==> src/design/ipv4_dap_pkg.sv <==
// Types, codes and character helpers for the IPv4 dotted address parser.
// No dependencies; used by ipv4_dotted_address_parser.
`default_nettype none

package ipv4_dap_pkg;

   localparam int unsigned CharWidth = 8;
   localparam int unsigned AddrWidth = 32;
   localparam int unsigned EarlierParts = 3;

   localparam logic [AddrWidth-1:0] Limit2Parts = 32'h00ff_ffff;
   localparam logic [AddrWidth-1:0] Limit3Parts = 32'h0000_ffff;
   localparam logic [AddrWidth-1:0] LimitByte = 32'h0000_00ff;

   localparam logic [CharWidth-1:0] ChNul = 8'h00;
   localparam logic [CharWidth-1:0] ChDot = 8'h2e;
   localparam logic [CharWidth-1:0] ChZero = 8'h30;
   localparam logic [CharWidth-1:0] ChSeven = 8'h37;
   localparam logic [CharWidth-1:0] ChOne = 8'h31;
   localparam logic [CharWidth-1:0] ChNine = 8'h39;
   localparam logic [CharWidth-1:0] ChLowerX = 8'h78;
   localparam logic [CharWidth-1:0] ChUpperX = 8'h58;

   localparam logic [4:0] NotDigit = 5'd16;

   typedef enum logic [1:0] {
      RADIX_DEC = 2'd0,
      RADIX_OCT = 2'd1,
      RADIX_HEX = 2'd2
   } radix_type;

   typedef enum logic [1:0] {
      DIG_NONE  = 2'd0,
      DIG_ZERO  = 2'd1,
      DIG_XPEND = 2'd2,
      DIG_SEEN  = 2'd3
   } digit_type;

   typedef enum logic [1:0] {
      PH_PARSE  = 2'd0,
      PH_ENDED  = 2'd1,
      PH_FAILED = 2'd2
   } phase_type;

   function automatic logic is_blank(input logic [CharWidth-1:0] c);
      return (c == 8'd32) || (c >= 8'd9 && c <= 8'd13);
   endfunction

   function automatic logic [4:0] digit_value(input logic [CharWidth-1:0] c);
      logic [4:0] v;
      v = NotDigit;
      if (c >= 8'h30 && c <= 8'h39) begin
         v = 5'(c - 8'h30);
      end else if (c >= 8'h61 && c <= 8'h66) begin
         v = 5'(c - 8'h57);
      end else if (c >= 8'h41 && c <= 8'h46) begin
         v = 5'(c - 8'h37);
      end
      return v;
   endfunction

endpackage

`default_nettype wire

==> src/design/ipv4_dotted_address_parser.sv <==
// An accepted NUL is registered in s1, then its result on rsp_*, held while stalled.
// Throughput: one character per cycle; a NUL stalls only while a result is still held.
// Other characters update the parse state and give no transaction.
// Reset (synchronous, active high) empties both registers and returns the parse state
// to its start: no parts, decimal radix, no digits, parsing.
// Depends on ipv4_dap_pkg.
`default_nettype none

module ipv4_dotted_address_parser (
   input  wire logic        clock,
   input  wire logic        reset,
   input  wire logic        req_valid,
   output logic             req_stall,
   input  wire logic [7:0]  req_ch,
   output logic             rsp_valid,
   input  wire logic        rsp_stall,
   output logic [31:0]      rsp_address,
   output logic             rsp_valid_res
);

   logic                                s1_valid_ff;
   logic [ipv4_dap_pkg::CharWidth-1:0]  s1_ch_ff;
   logic                                advance;
   logic                                is_nul;

   logic [7:0]                          parts_ff [ipv4_dap_pkg::EarlierParts];
   logic [ipv4_dap_pkg::AddrWidth-1:0]  acc_ff, acc_in;
   ipv4_dap_pkg::radix_type             radix_ff, radix_in;
   ipv4_dap_pkg::digit_type             digit_ff, digit_in;
   logic [1:0]                          index_ff, index_in;
   ipv4_dap_pkg::phase_type             phase_ff, phase_in;
   logic                                store_part;

   logic                                rsp_valid_ff, rsp_valid_in;
   logic [ipv4_dap_pkg::AddrWidth-1:0]  rsp_address_ff, fin_addr;
   logic                                rsp_valid_res_ff, fin_ok;

   logic [4:0]                          dv;
   logic                                blank;
   logic                                do_eop;
   logic                                in_radix;
   logic [35:0]                         scaled;
   logic [35:0]                         wide;

   assign is_nul  = (s1_ch_ff == ipv4_dap_pkg::ChNul);
   assign advance = s1_valid_ff && !(is_nul && rsp_valid_ff && rsp_stall);
   assign req_stall = s1_valid_ff && !advance;

   assign dv    = ipv4_dap_pkg::digit_value(s1_ch_ff);
   assign blank = ipv4_dap_pkg::is_blank(s1_ch_ff);

   always_comb begin
      case (radix_ff)
         ipv4_dap_pkg::RADIX_OCT: begin
            in_radix = (dv < 5'd8);
            scaled   = {1'b0, acc_ff, 3'b000};
         end
         ipv4_dap_pkg::RADIX_HEX: begin
            in_radix = (dv < 5'd16);
            scaled   = {acc_ff, 4'b0000};
         end
         default: begin
            in_radix = (dv < 5'd10);
            scaled   = {1'b0, acc_ff, 3'b000} + {3'b000, acc_ff, 1'b0};
         end
      endcase
      wide = scaled + {32'd0, dv[3:0]};
   end

   always_comb begin
      fin_ok = (phase_ff == ipv4_dap_pkg::PH_ENDED) ||
               (phase_ff == ipv4_dap_pkg::PH_PARSE &&
                (digit_ff == ipv4_dap_pkg::DIG_ZERO || digit_ff == ipv4_dap_pkg::DIG_SEEN));
      fin_addr = acc_ff;
      case (index_ff)
         2'd0: fin_addr = acc_ff;
         2'd1: begin
            if (acc_ff > ipv4_dap_pkg::Limit2Parts) fin_ok = 1'b0;
            fin_addr = {parts_ff[0], acc_ff[23:0]};
         end
         2'd2: begin
            if (acc_ff > ipv4_dap_pkg::Limit3Parts) fin_ok = 1'b0;
            fin_addr = {parts_ff[0], parts_ff[1], acc_ff[15:0]};
         end
         default: begin
            if (acc_ff > ipv4_dap_pkg::LimitByte) fin_ok = 1'b0;
            fin_addr = {parts_ff[0], parts_ff[1], parts_ff[2], acc_ff[7:0]};
         end
      endcase
      if (!fin_ok) fin_addr = '0;
   end

   always_comb begin
      acc_in     = acc_ff;
      radix_in   = radix_ff;
      digit_in   = digit_ff;
      index_in   = index_ff;
      phase_in   = phase_ff;
      store_part = 1'b0;
      do_eop     = 1'b0;
      if (is_nul) begin
         acc_in   = '0;
         radix_in = ipv4_dap_pkg::RADIX_DEC;
         digit_in = ipv4_dap_pkg::DIG_NONE;
         index_in = 2'd0;
         phase_in = ipv4_dap_pkg::PH_PARSE;
      end else if (phase_ff == ipv4_dap_pkg::PH_PARSE) begin
         unique case (digit_ff)
            ipv4_dap_pkg::DIG_NONE: begin
               if (blank) begin
                  acc_in = acc_ff;
               end else if (s1_ch_ff == ipv4_dap_pkg::ChZero) begin
                  acc_in   = '0;
                  radix_in = ipv4_dap_pkg::RADIX_OCT;
                  digit_in = ipv4_dap_pkg::DIG_ZERO;
               end else if (s1_ch_ff >= ipv4_dap_pkg::ChOne &&
                            s1_ch_ff <= ipv4_dap_pkg::ChNine) begin
                  acc_in   = {28'd0, dv[3:0]};
                  radix_in = ipv4_dap_pkg::RADIX_DEC;
                  digit_in = ipv4_dap_pkg::DIG_SEEN;
               end else begin
                  phase_in = ipv4_dap_pkg::PH_FAILED;
               end
            end
            ipv4_dap_pkg::DIG_ZERO: begin
               if (s1_ch_ff == ipv4_dap_pkg::ChLowerX || s1_ch_ff == ipv4_dap_pkg::ChUpperX) begin
                  radix_in = ipv4_dap_pkg::RADIX_HEX;
                  digit_in = ipv4_dap_pkg::DIG_XPEND;
               end else if (s1_ch_ff >= ipv4_dap_pkg::ChZero &&
                            s1_ch_ff <= ipv4_dap_pkg::ChSeven) begin
                  acc_in   = {28'd0, dv[3:0]};
                  digit_in = ipv4_dap_pkg::DIG_SEEN;
               end else begin
                  do_eop = 1'b1;
               end
            end
            ipv4_dap_pkg::DIG_XPEND: begin
               if (dv != ipv4_dap_pkg::NotDigit) begin
                  acc_in   = {28'd0, dv[3:0]};
                  digit_in = ipv4_dap_pkg::DIG_SEEN;
               end else begin
                  phase_in = ipv4_dap_pkg::PH_FAILED;
               end
            end
            default: begin
               if (in_radix) begin
                  if (|wide[35:32]) begin
                     phase_in = ipv4_dap_pkg::PH_FAILED;
                  end else begin
                     acc_in = wide[31:0];
                  end
               end else begin
                  do_eop = 1'b1;
               end
            end
         endcase
         if (do_eop) begin
            if (s1_ch_ff == ipv4_dap_pkg::ChDot) begin
               if (index_ff == 2'd3 || acc_ff > ipv4_dap_pkg::LimitByte) begin
                  phase_in = ipv4_dap_pkg::PH_FAILED;
               end else begin
                  store_part = 1'b1;
                  index_in   = index_ff + 2'd1;
                  acc_in     = '0;
                  radix_in   = ipv4_dap_pkg::RADIX_DEC;
                  digit_in   = ipv4_dap_pkg::DIG_NONE;
               end
            end else if (blank) begin
               phase_in = ipv4_dap_pkg::PH_ENDED;
            end else begin
               phase_in = ipv4_dap_pkg::PH_FAILED;
            end
         end
      end
   end

   always_comb begin
      rsp_valid_in = rsp_valid_ff;
      if (advance && is_nul) begin
         rsp_valid_in = 1'b1;
      end else if (!rsp_stall) begin
         rsp_valid_in = 1'b0;
      end
   end

   always_ff @(posedge clock) begin
      if (reset) begin
         s1_valid_ff  <= 1'b0;
         rsp_valid_ff <= 1'b0;
         acc_ff       <= '0;
         radix_ff     <= ipv4_dap_pkg::RADIX_DEC;
         digit_ff     <= ipv4_dap_pkg::DIG_NONE;
         index_ff     <= 2'd0;
         phase_ff     <= ipv4_dap_pkg::PH_PARSE;
         for (int i = 0; i < ipv4_dap_pkg::EarlierParts; i++) begin
            parts_ff[i] <= '0;
         end
      end else begin
         rsp_valid_ff <= rsp_valid_in;
         if (!req_stall) begin
            s1_valid_ff <= req_valid;
         end
         if (advance) begin
            acc_ff   <= acc_in;
            radix_ff <= radix_in;
            digit_ff <= digit_in;
            index_ff <= index_in;
            phase_ff <= phase_in;
            if (is_nul) begin
               for (int i = 0; i < ipv4_dap_pkg::EarlierParts; i++) begin
                  parts_ff[i] <= '0;
               end
            end else if (store_part) begin
               parts_ff[index_ff] <= acc_ff[7:0];
            end
         end
      end
   end

   always_ff @(posedge clock) begin
      if (req_valid && !req_stall) begin
         s1_ch_ff <= req_ch;
      end
      if (advance && is_nul) begin
         rsp_address_ff   <= fin_addr;
         rsp_valid_res_ff <= fin_ok;
      end
   end

   assign rsp_valid     = rsp_valid_ff;
   assign rsp_address   = rsp_address_ff;
   assign rsp_valid_res = rsp_valid_res_ff;

endmodule

`default_nettype wire

==> config.mk <==
export PLATFORM = sky130hd
export DESIGN_NAME = ipv4_dotted_address_parser
export DESIGN_NICKNAME = d
export VERILOG_FILES = /design/src/design/ipv4_dap_pkg.sv /design/src/design/ipv4_dotted_address_parser.sv
export SDC_FILE = /design/constraint.sdc
export NUM_CORES = 1
export LEC_CHECK = 0
export BUFFER_PORTS_ARGS = -buffer_cell sky130_fd_sc_hd__buf_4
export CAP_MARGIN = 10
export CORE_ASPECT_RATIO = 1.1
export CORE_MARGIN = 5
export CORE_UTILIZATION = 60
export DETAILED_ROUTE_END_ITERATION = 6
export GPL_TIMING_DRIVEN = 0
export PLACE_DENSITY = 0.79
export REMOVE_ABC_BUFFERS = 1
export SYNTH_ARGS = -nofsm -noshare
export SYNTH_HDL_FRONTEND = slang
export SYNTH_SLANG_ARGS = --single-unit
==> constraint.sdc <==
create_clock -name clock -period 8.05 [get_ports clock]
set_input_delay 2.0125 -clock clock [delete_from_list [all_inputs] [get_ports clock]]
set_output_delay 2.0125 -clock clock [all_outputs]
set_load 0.02 [all_outputs]
# ---- Word-level counts from Yosys, hierarchy flattened
# Memories as Yosys holds them, arrays and structs flattened.
# Cells that the tools add are included.
dict set report op_classes {
  addsub 6
  magnitude_cmp 16
  n_eq_ne 17
  mux 94
  n_bitwise 3
  reduce_logical 33
}
# op count
set ops {}
lappend ops {{$mux W32} 13}
lappend ops {{$pmux W32 S3} 2}
lappend ops {{$mux W2} 38}
lappend ops {{$pmux W36 S2} 1}
lappend ops {{$add A35 B33 Y36} 1}
lappend ops {{$add A36 B4 Y36} 1}
lappend ops {{$gt A32 B16 Y1 const B} 1}
lappend ops {{$gt A32 B24 Y1 const B} 1}
lappend ops {{$gt A32 B8 Y1 const B} 1}
lappend ops {{$mux W8} 4}
lappend ops {{$mux W1} 27}
lappend ops {{$eq A8 B6 Y1 const B} 3}
lappend ops {{$eq A8 B7 Y1 const B} 2}
lappend ops {{$ge A8 B6 Y1 const B} 2}
lappend ops {{$ge A8 B7 Y1 const B} 2}
lappend ops {{$le A8 B6 Y1 const B} 2}
lappend ops {{$le A8 B7 Y1 const B} 2}
lappend ops {{$mux W5} 3}
lappend ops {{$sub A5 B5 Y5 const B} 3}
lappend ops {{$logic_and A1 B1 Y1} 13}
lappend ops {{$pmux W2 S3} 2}
lappend ops {{$eq A2 B2 Y1 const B} 5}
lappend ops {{$lt A5 B4 Y1 const B} 2}
lappend ops {{$eq A2 B1 Y1 const B} 4}
lappend ops {{other kinds (21)} 34}
dict set report totals {
  register_bits 83
  ramBits 24
  inputBits 12
  out_inout_bits 35
  wordCells 180
  mem_count 1
}
# memory words width rd rd_ports_with_merged_regs wr line_no
set mem_list {}
lappend mem_list {parts_ff 3 8 3 0 3 ipv4_dotted_address_parser.sv:26} ;# logic [7:0] parts_ff [ipv4_dap_pkg::EarlierParts];

# ---- Logic depth before layout (Yosys ltp)
dict set report logic_depth {
  ltp_word 21
  depth_mapped 26
  depth_no_buf 21
}

# ---- Worst setup path before layout
# Ideal clock, no wire load.
dict set report synth_path {
  path_type {flip-flop to flip-flop}
  start {register radix_ff[0]}
  end {register acc_ff[3] (netlist name)}
  setup_time_ns 0.135
  t_arrival_ns 5.176
  required_ns 7.915
  setup_slack_ns 2.739
  stages_incl_launch_ff 26
  n_path_buf 10
  period_less_slack_ns 5.311
  cell_sequence {dfxtp_1 -> inv_1 -> ha_1 -> buf_2 -> buf_2 -> buf_4 -> buf_4 -> buf_4 -> buf_2 -> buf_1 -> buf_1 -> nand2_1 -> fa_1 -> nor2b_1 -> o211ai_1 -> or3_1 -> nor4_2 -> and4_1 -> and2_1 -> and3_1 -> buf_4 -> a311oi_4 -> o22a_4 -> buf_6 -> a311oi_1 -> a211oi_1}
}
dict set report synth_between {
  elab_chain_len 12
  word_cells_on_any_way 18
  cone_classes {add/sub (1); eq/ne (2); mux (14); reduce/logical (1)}
}
# item line_no
set synth_lines {}
lappend synth_lines {{start: declaration} ipv4_dotted_address_parser.sv:28} ;# ipv4_dap_pkg::radix_type radix_ff, radix_in;
lappend synth_lines {{start signal: assignment} ipv4_dotted_address_parser.sv:191} ;# radix_ff <= ipv4_dap_pkg::RADIX_DEC;
lappend synth_lines {{start signal: assignment} ipv4_dotted_address_parser.sv:205} ;# radix_ff <= radix_in;
lappend synth_lines {{$eq A2 B2 Y1 or $eq A2 B1 Y1 (tied branches)} ipv4_dotted_address_parser.sv:53} ;# case (radix_ff)
lappend synth_lines {{$pmux W36 S2} ipv4_dotted_address_parser.sv:53}
lappend synth_lines {{$add A36 B4 Y36} ipv4_dotted_address_parser.sv:67} ;# wide = scaled + {32'd0, dv[3:0]};
lappend synth_lines {{$reduce_or A4 Y1} ipv4_dotted_address_parser.sv:147} ;# if (|wide[35:32]) begin
lappend synth_lines {{$mux W32} ipv4_dotted_address_parser.sv:147}
lappend synth_lines {{$mux W32} ipv4_dotted_address_parser.sv:146} ;# if (in_radix) begin
lappend synth_lines {{$pmux W32 S3} ipv4_dotted_address_parser.sv:108} ;# unique case (digit_ff)
lappend synth_lines {{$mux W32} ipv4_dotted_address_parser.sv:159} ;# if (index_ff == 2'd3 || acc_ff > ipv4_dap_pkg::LimitByte) begin
lappend synth_lines {{$mux W32} ipv4_dotted_address_parser.sv:158} ;# if (s1_ch_ff == ipv4_dap_pkg::ChDot) begin
lappend synth_lines {{$mux W32 (*)} ipv4_dotted_address_parser.sv:157} ;# if (do_eop) begin
lappend synth_lines {{$mux W32 (*)} ipv4_dotted_address_parser.sv:107} ;# end else if (phase_ff == ipv4_dap_pkg::PH_PARSE) begin
lappend synth_lines {{$mux W32 (*)} ipv4_dotted_address_parser.sv:101} ;# if (is_nul) begin
lappend synth_lines {{end signal: assignment} ipv4_dotted_address_parser.sv:204} ;# acc_ff <= acc_in;
lappend synth_lines {{end: declaration} ipv4_dotted_address_parser.sv:27} ;# logic [ipv4_dap_pkg::AddrWidth-1:0] acc_ff, acc_in;
# Mark *: on every way between the ends. The rest lies on a longest branch, timed or not. The select of a mux whose other input is x is not followed.
# A chain may end at the register's enable or synchronous reset.

# ---- Worst setup path after layout
dict set report layout_path {
  start {register s1_ch_ff[3] (netlist name)}
  end {register acc_ff[26] (netlist name)}
}
dict set report layout_between {
  elab_chain_len 15
  word_cells_on_any_way 63
  cone_classes {add/sub (4); order compare (13); eq/ne (6); mux (24); reduce/logical (16)}
}
# item line_no
set layout_lines {}
lappend layout_lines {{start: declaration} ipv4_dotted_address_parser.sv:22} ;# logic [ipv4_dap_pkg::CharWidth-1:0] s1_ch_ff;
lappend layout_lines {{start signal: assignment} ipv4_dotted_address_parser.sv:222} ;# s1_ch_ff <= req_ch;
lappend layout_lines {{$ge A8 B7 Y1 or $le A8 B7 Y1 (tied branches)} ipv4_dap_pkg.sv:56} ;# end else if (c >= 8'h41 && c <= 8'h46) begin
lappend layout_lines {{$logic_and A1 B1 Y1} ipv4_dap_pkg.sv:56}
lappend layout_lines {{$mux W5} ipv4_dap_pkg.sv:56}
lappend layout_lines {{$mux W5} ipv4_dap_pkg.sv:54} ;# end else if (c >= 8'h61 && c <= 8'h66) begin
lappend layout_lines {{$mux W5} ipv4_dap_pkg.sv:52} ;# if (c >= 8'h30 && c <= 8'h39) begin
lappend layout_lines {{$add A36 B4 Y36} ipv4_dotted_address_parser.sv:67}
lappend layout_lines {{$reduce_or A4 Y1} ipv4_dotted_address_parser.sv:147}
lappend layout_lines {{$mux W32} ipv4_dotted_address_parser.sv:147}
lappend layout_lines {{$mux W32} ipv4_dotted_address_parser.sv:146}
lappend layout_lines {{$pmux W32 S3} ipv4_dotted_address_parser.sv:108}
lappend layout_lines {{$mux W32} ipv4_dotted_address_parser.sv:159}
lappend layout_lines {{$mux W32} ipv4_dotted_address_parser.sv:158}
lappend layout_lines {{$mux W32} ipv4_dotted_address_parser.sv:157}
lappend layout_lines {{$mux W32} ipv4_dotted_address_parser.sv:107}
lappend layout_lines {{$mux W32} ipv4_dotted_address_parser.sv:101}
# Several ways; a longest one is shown, not always the timed one. The select of a mux whose other input is x is not followed.

==> implementation parameters <==
Parameter                              Value

STA
  Achievable Freq    around 0.16 GHz
  Pin slew with the least headroom to its limit    slightly below 1 ns
  Clock tree skew after final layout    approximately 0.0099 ns
  Headroom to the max-slew limit    0.3536
  Final Hold Vio Count    0
  Min cycle time layout    6.120 ns
  Total negative slack for setup checks    0 ns
  Final worst path period share    0.7602
  Final max-slew violation count    0
  Setup repair after global routing missed its margin    no
  Final setup violating endpoints    0

Layout
  Antenna fix cells    0
  Finished Layout Cells    1236
  Footprint of the flip-flops and latches    2793 sq um
  Fin area    9440 sq um
  Share of post-route cells with drive strength above 1    0.1054
  Growth of design area from synthesis to finish    7.647%
  Area occupied by multi-input gates    around 5600 sq um
  Fill cell total of the finished layout    1229
  Utilization of the core after routing    0.6561
  Post-layout nets    approximately 1100

Route
  DRT Pass-1 Iters    5
  Number of DRC violations after detailed routing    0
  WL/cell    between 15 and 20 microns
  Post-route ant nets    0
  Total wire length after detailed routing    24260 microns
  DRT iter0 DRCs    1109
  Average vias per placed instance    6.768
  Via count    8365

Clock network
  Hold-fix buffer count after cts    0
  Number of buffers between clock root and the deepest sink    2
  Number of buffers created by CTS    9
  Clock Tree Root    clkbuf_16
  CTS tree    built
  CTS clock-pin slew for the worst setup and hold paths    0.07 ns
  Clock latency reported for the late side of the worst-skew pair    0.35 ns
  Post-CTS setup buffer count    0
  Total number of H-tree levels    3
  Resize count post-CTS    0
  Clock net sink count    107

Placed design
  Post-place instance area    9139 sq um
  DP HPWL    17880 microns
  RD Place Congestion    0.9472
  Number of placed instances, taps included    1218
  Number of input and output port buffers inserted    46

Floorplanning
  Core Area    14390 sq um
  Cell Rows    46
  Vertical die dimension    136.8 microns
  Starting Density    0.6095
  Die width    125.3 microns
  I/O pin count    47
  Area of the die    17140 sq um

Yosys
  Number of warnings reported in the yosys synthesis log    0
  Top post-synthesis cells by area    edfxtp_1, dfxtp_1, ha_1
  Post-synthesis sequential area ratio    0.3184
  Yosys top cell area share    0.2226
  Cell area after synthesis    8770 sq um
  Cell type with the largest total area after synthesis    edfxtp_1
  Cell count after synthesis    approximately 1000
  Number of enable-type register cells in the synthesized netlist    65
  Count of state elements after synthesis    107
  Netlist cell types    90
  Avg Inst Size Synth    approximately 8.4 sq um
  Async SR Flop Fraction    0
  Post-synth top flop    edfxtp_1

GRT
  Gr ovfl total    0
  Global-route wire length before repair    39400 microns
  Total GRT Usage    0.2789
  Number of global-route vias before repair    around 7700
  Maximum number of pins on one net before global-route repair    56
  Antenna violations before repair    0

Worst setup path
  Required @ worst endpoint    8.32 ns
  Buffer and inverter count on the worst path    1
  Critical path class    flip-flop to flip-flop
  Top cell family by delay on the critical path    simple AND/OR/NAND/NOR gates
  Critical-path maximum fanout    24
  Delay of the slowest cell on the worst path    0.68 ns
  Type of element launching the critical path    flip-flop
  Worst path arrival time    6.39 ns
  Endpoint class of the critical path    flip-flop
  Critical-path cell list    or4b_2 -> a21oi_1 -> nand2_1 -> o31ai_1 -> inv_1 -> fa_1 -> nor2b_1 -> o211ai_1 -> or3_1 -> nor4_2 -> and4_1 -> and2_1 -> and3_1 -> and4bb_1 -> o22a_4 -> nand3_1 -> o2bb2ai_1
  Cell with the largest stage delay on the worst path    or4b_2

Run status
  Result of the run    completed

Pwr
  Ratio of total power to cell area    roughly 110 nW/um^2
  IR Drop Worst-Case VDD    about 0.00015 V
  Leak Pwr    3.449 nW

Job
  Max-cap violations    0

Min path
  Type of the most critical hold path    flip-flop to flip-flop
[worst reg2reg max path: cells and delay by family (launching register included)]
kind                     cells  cell delay, ns
AND/OR/NAND/NOR             10            3.35
AO/OA/AOI/OAI                5            1.53
flip-flops                   1            0.55
adder cells (fa/ha/maj)      1            0.48
buffers and inverters        1            0.13
[layer usage]
metal / track usage / part of all wire
met5: 0 / 0
met2: 0.4716 / 0.48
met1: 0.3670 / 0.41
met4: 0.1012 / 0.037
met3: 0.04020 / 0.073
[stage by stage]
stage / setup WS, ns / total power, W / hold slack [ns]
2_1_floorplan: 2.221 / 0.0006406 / 0.4654
3_3_place_gp: 0.2688 / 0.0006599 / 0.4737
3_5_place_dp: 2.055 / 0.0006632 / 0.4859
4_1_cts: 2.015 / 0.001071 / 0.5055
5_1_grt: 1.516 / 0.001104 / 0.5247
6_report: 1.930 / 0.001069 / 0.5183
[final cells by class]
cell class	instances	area share
multi-input cells	834	0.5885
flip-flops and latches	107	0.2958
repair buffers	54	0.04758
well taps	192	0.02545
clock buffers	10	0.02425
inverters	33	0.01312
clock inverters	6	0.005302
[cell usage in the layout (no fill, tap or decap), drive strengths merged, types with 5 or more instances in the layout]
cell type,n
a211oi,16
a21o,12
a21oi,70
a221o,11
a221oi,18
a22oi,35
a311oi,8
a31o,6
a31oi,20
and2,13
and3,31
and4,6
buf,54
clkbuf,10
dfxtp,42
edfxtp,65
ha,45
inv,35
mux2i,7
nand2,88
nand2b,8
nand3,22
nand4,22
nand4b,5
nor2,124
nor2b,10
nor3,25
nor4,13
o211ai,14
o21a,5
o21ai,51
o21bai,6
o2bb2ai,11
o31ai,6
or2,6
or3,6
or4,6
xnor2,24
xor2,17
[kinds of logic after synthesis]
group / share of synthesized area
and+or+nand+nor: 0.2343
adders and majority gates: 0.06877
DFF: 0.3184
muxes: 0.01184
AOI/OAI and AO/OA: 0.2745
xor gates and xnor gates: 0.04095
buffers and inverters: 0.05122
[cells in the mapped netlist, drive strengths merged, types with 4 or more instances]
cell     number
o31ai         6
nor4         13
xor2         17
o2111ai       4
and4          6
o2bb2ai      11
or2           6
ha           45
nand3        22
nand3b        4
a31o          6
buf          27
a22oi        35
a221oi       18
a31oi        20
a21oi        70
dfxtp        42
inv          33
mux2i         7
nor2b        10
o21ai        51
o21a          5
nand4        22
o211ai       14
edfxtp       65
nand2        88
or4           6
and3         31
a211oi       16
xnor2        24
clkbuf       48
nor3         25
a311oi        8
or3           6
nor3b         4
nand2b        8
a21o         12
nor2        124
o21bai        6
nand4b        5
and2         13
a221o        11
[power by group]
part / internal, W / switching [W] / total (W)
registers: 0.000585 / 0.00000875 / 0.000594
logic: 0.0000195 / 0.0000396 / 0.0000592
clock network: 0.000214 / 0.000202 / 0.000416
[state kept, by name, summed over array words and instances (netlist names), 2 cells and up]
signal and count:
acc_ff 32, rsp_address 32, parts_ff 24, s1_ch_ff 8, digit_ff 2, index_ff 2
phase_ff 2, radix_ff 2
[final timing paths]
kind	cells after the start	slack, ns	startpoint	to
setup / recovery	17	1.93	s1_ch_ff[3]$_DFFE_PP_	acc_ff[26]$_SDFFE_PP0P_
hold / removal	1	0.52	phase_ff[0]$_SDFFE_PP0P_	phase_ff[0]$_SDFFE_PP0P_
setup reg to reg	17	1.93	s1_ch_ff[3]$_DFFE_PP_	acc_ff[26]$_SDFFE_PP0P_
hold reg to reg	1	0.52	phase_ff[0]$_SDFFE_PP0P_	phase_ff[0]$_SDFFE_PP0P_
(Power assumes the default switching activity.)
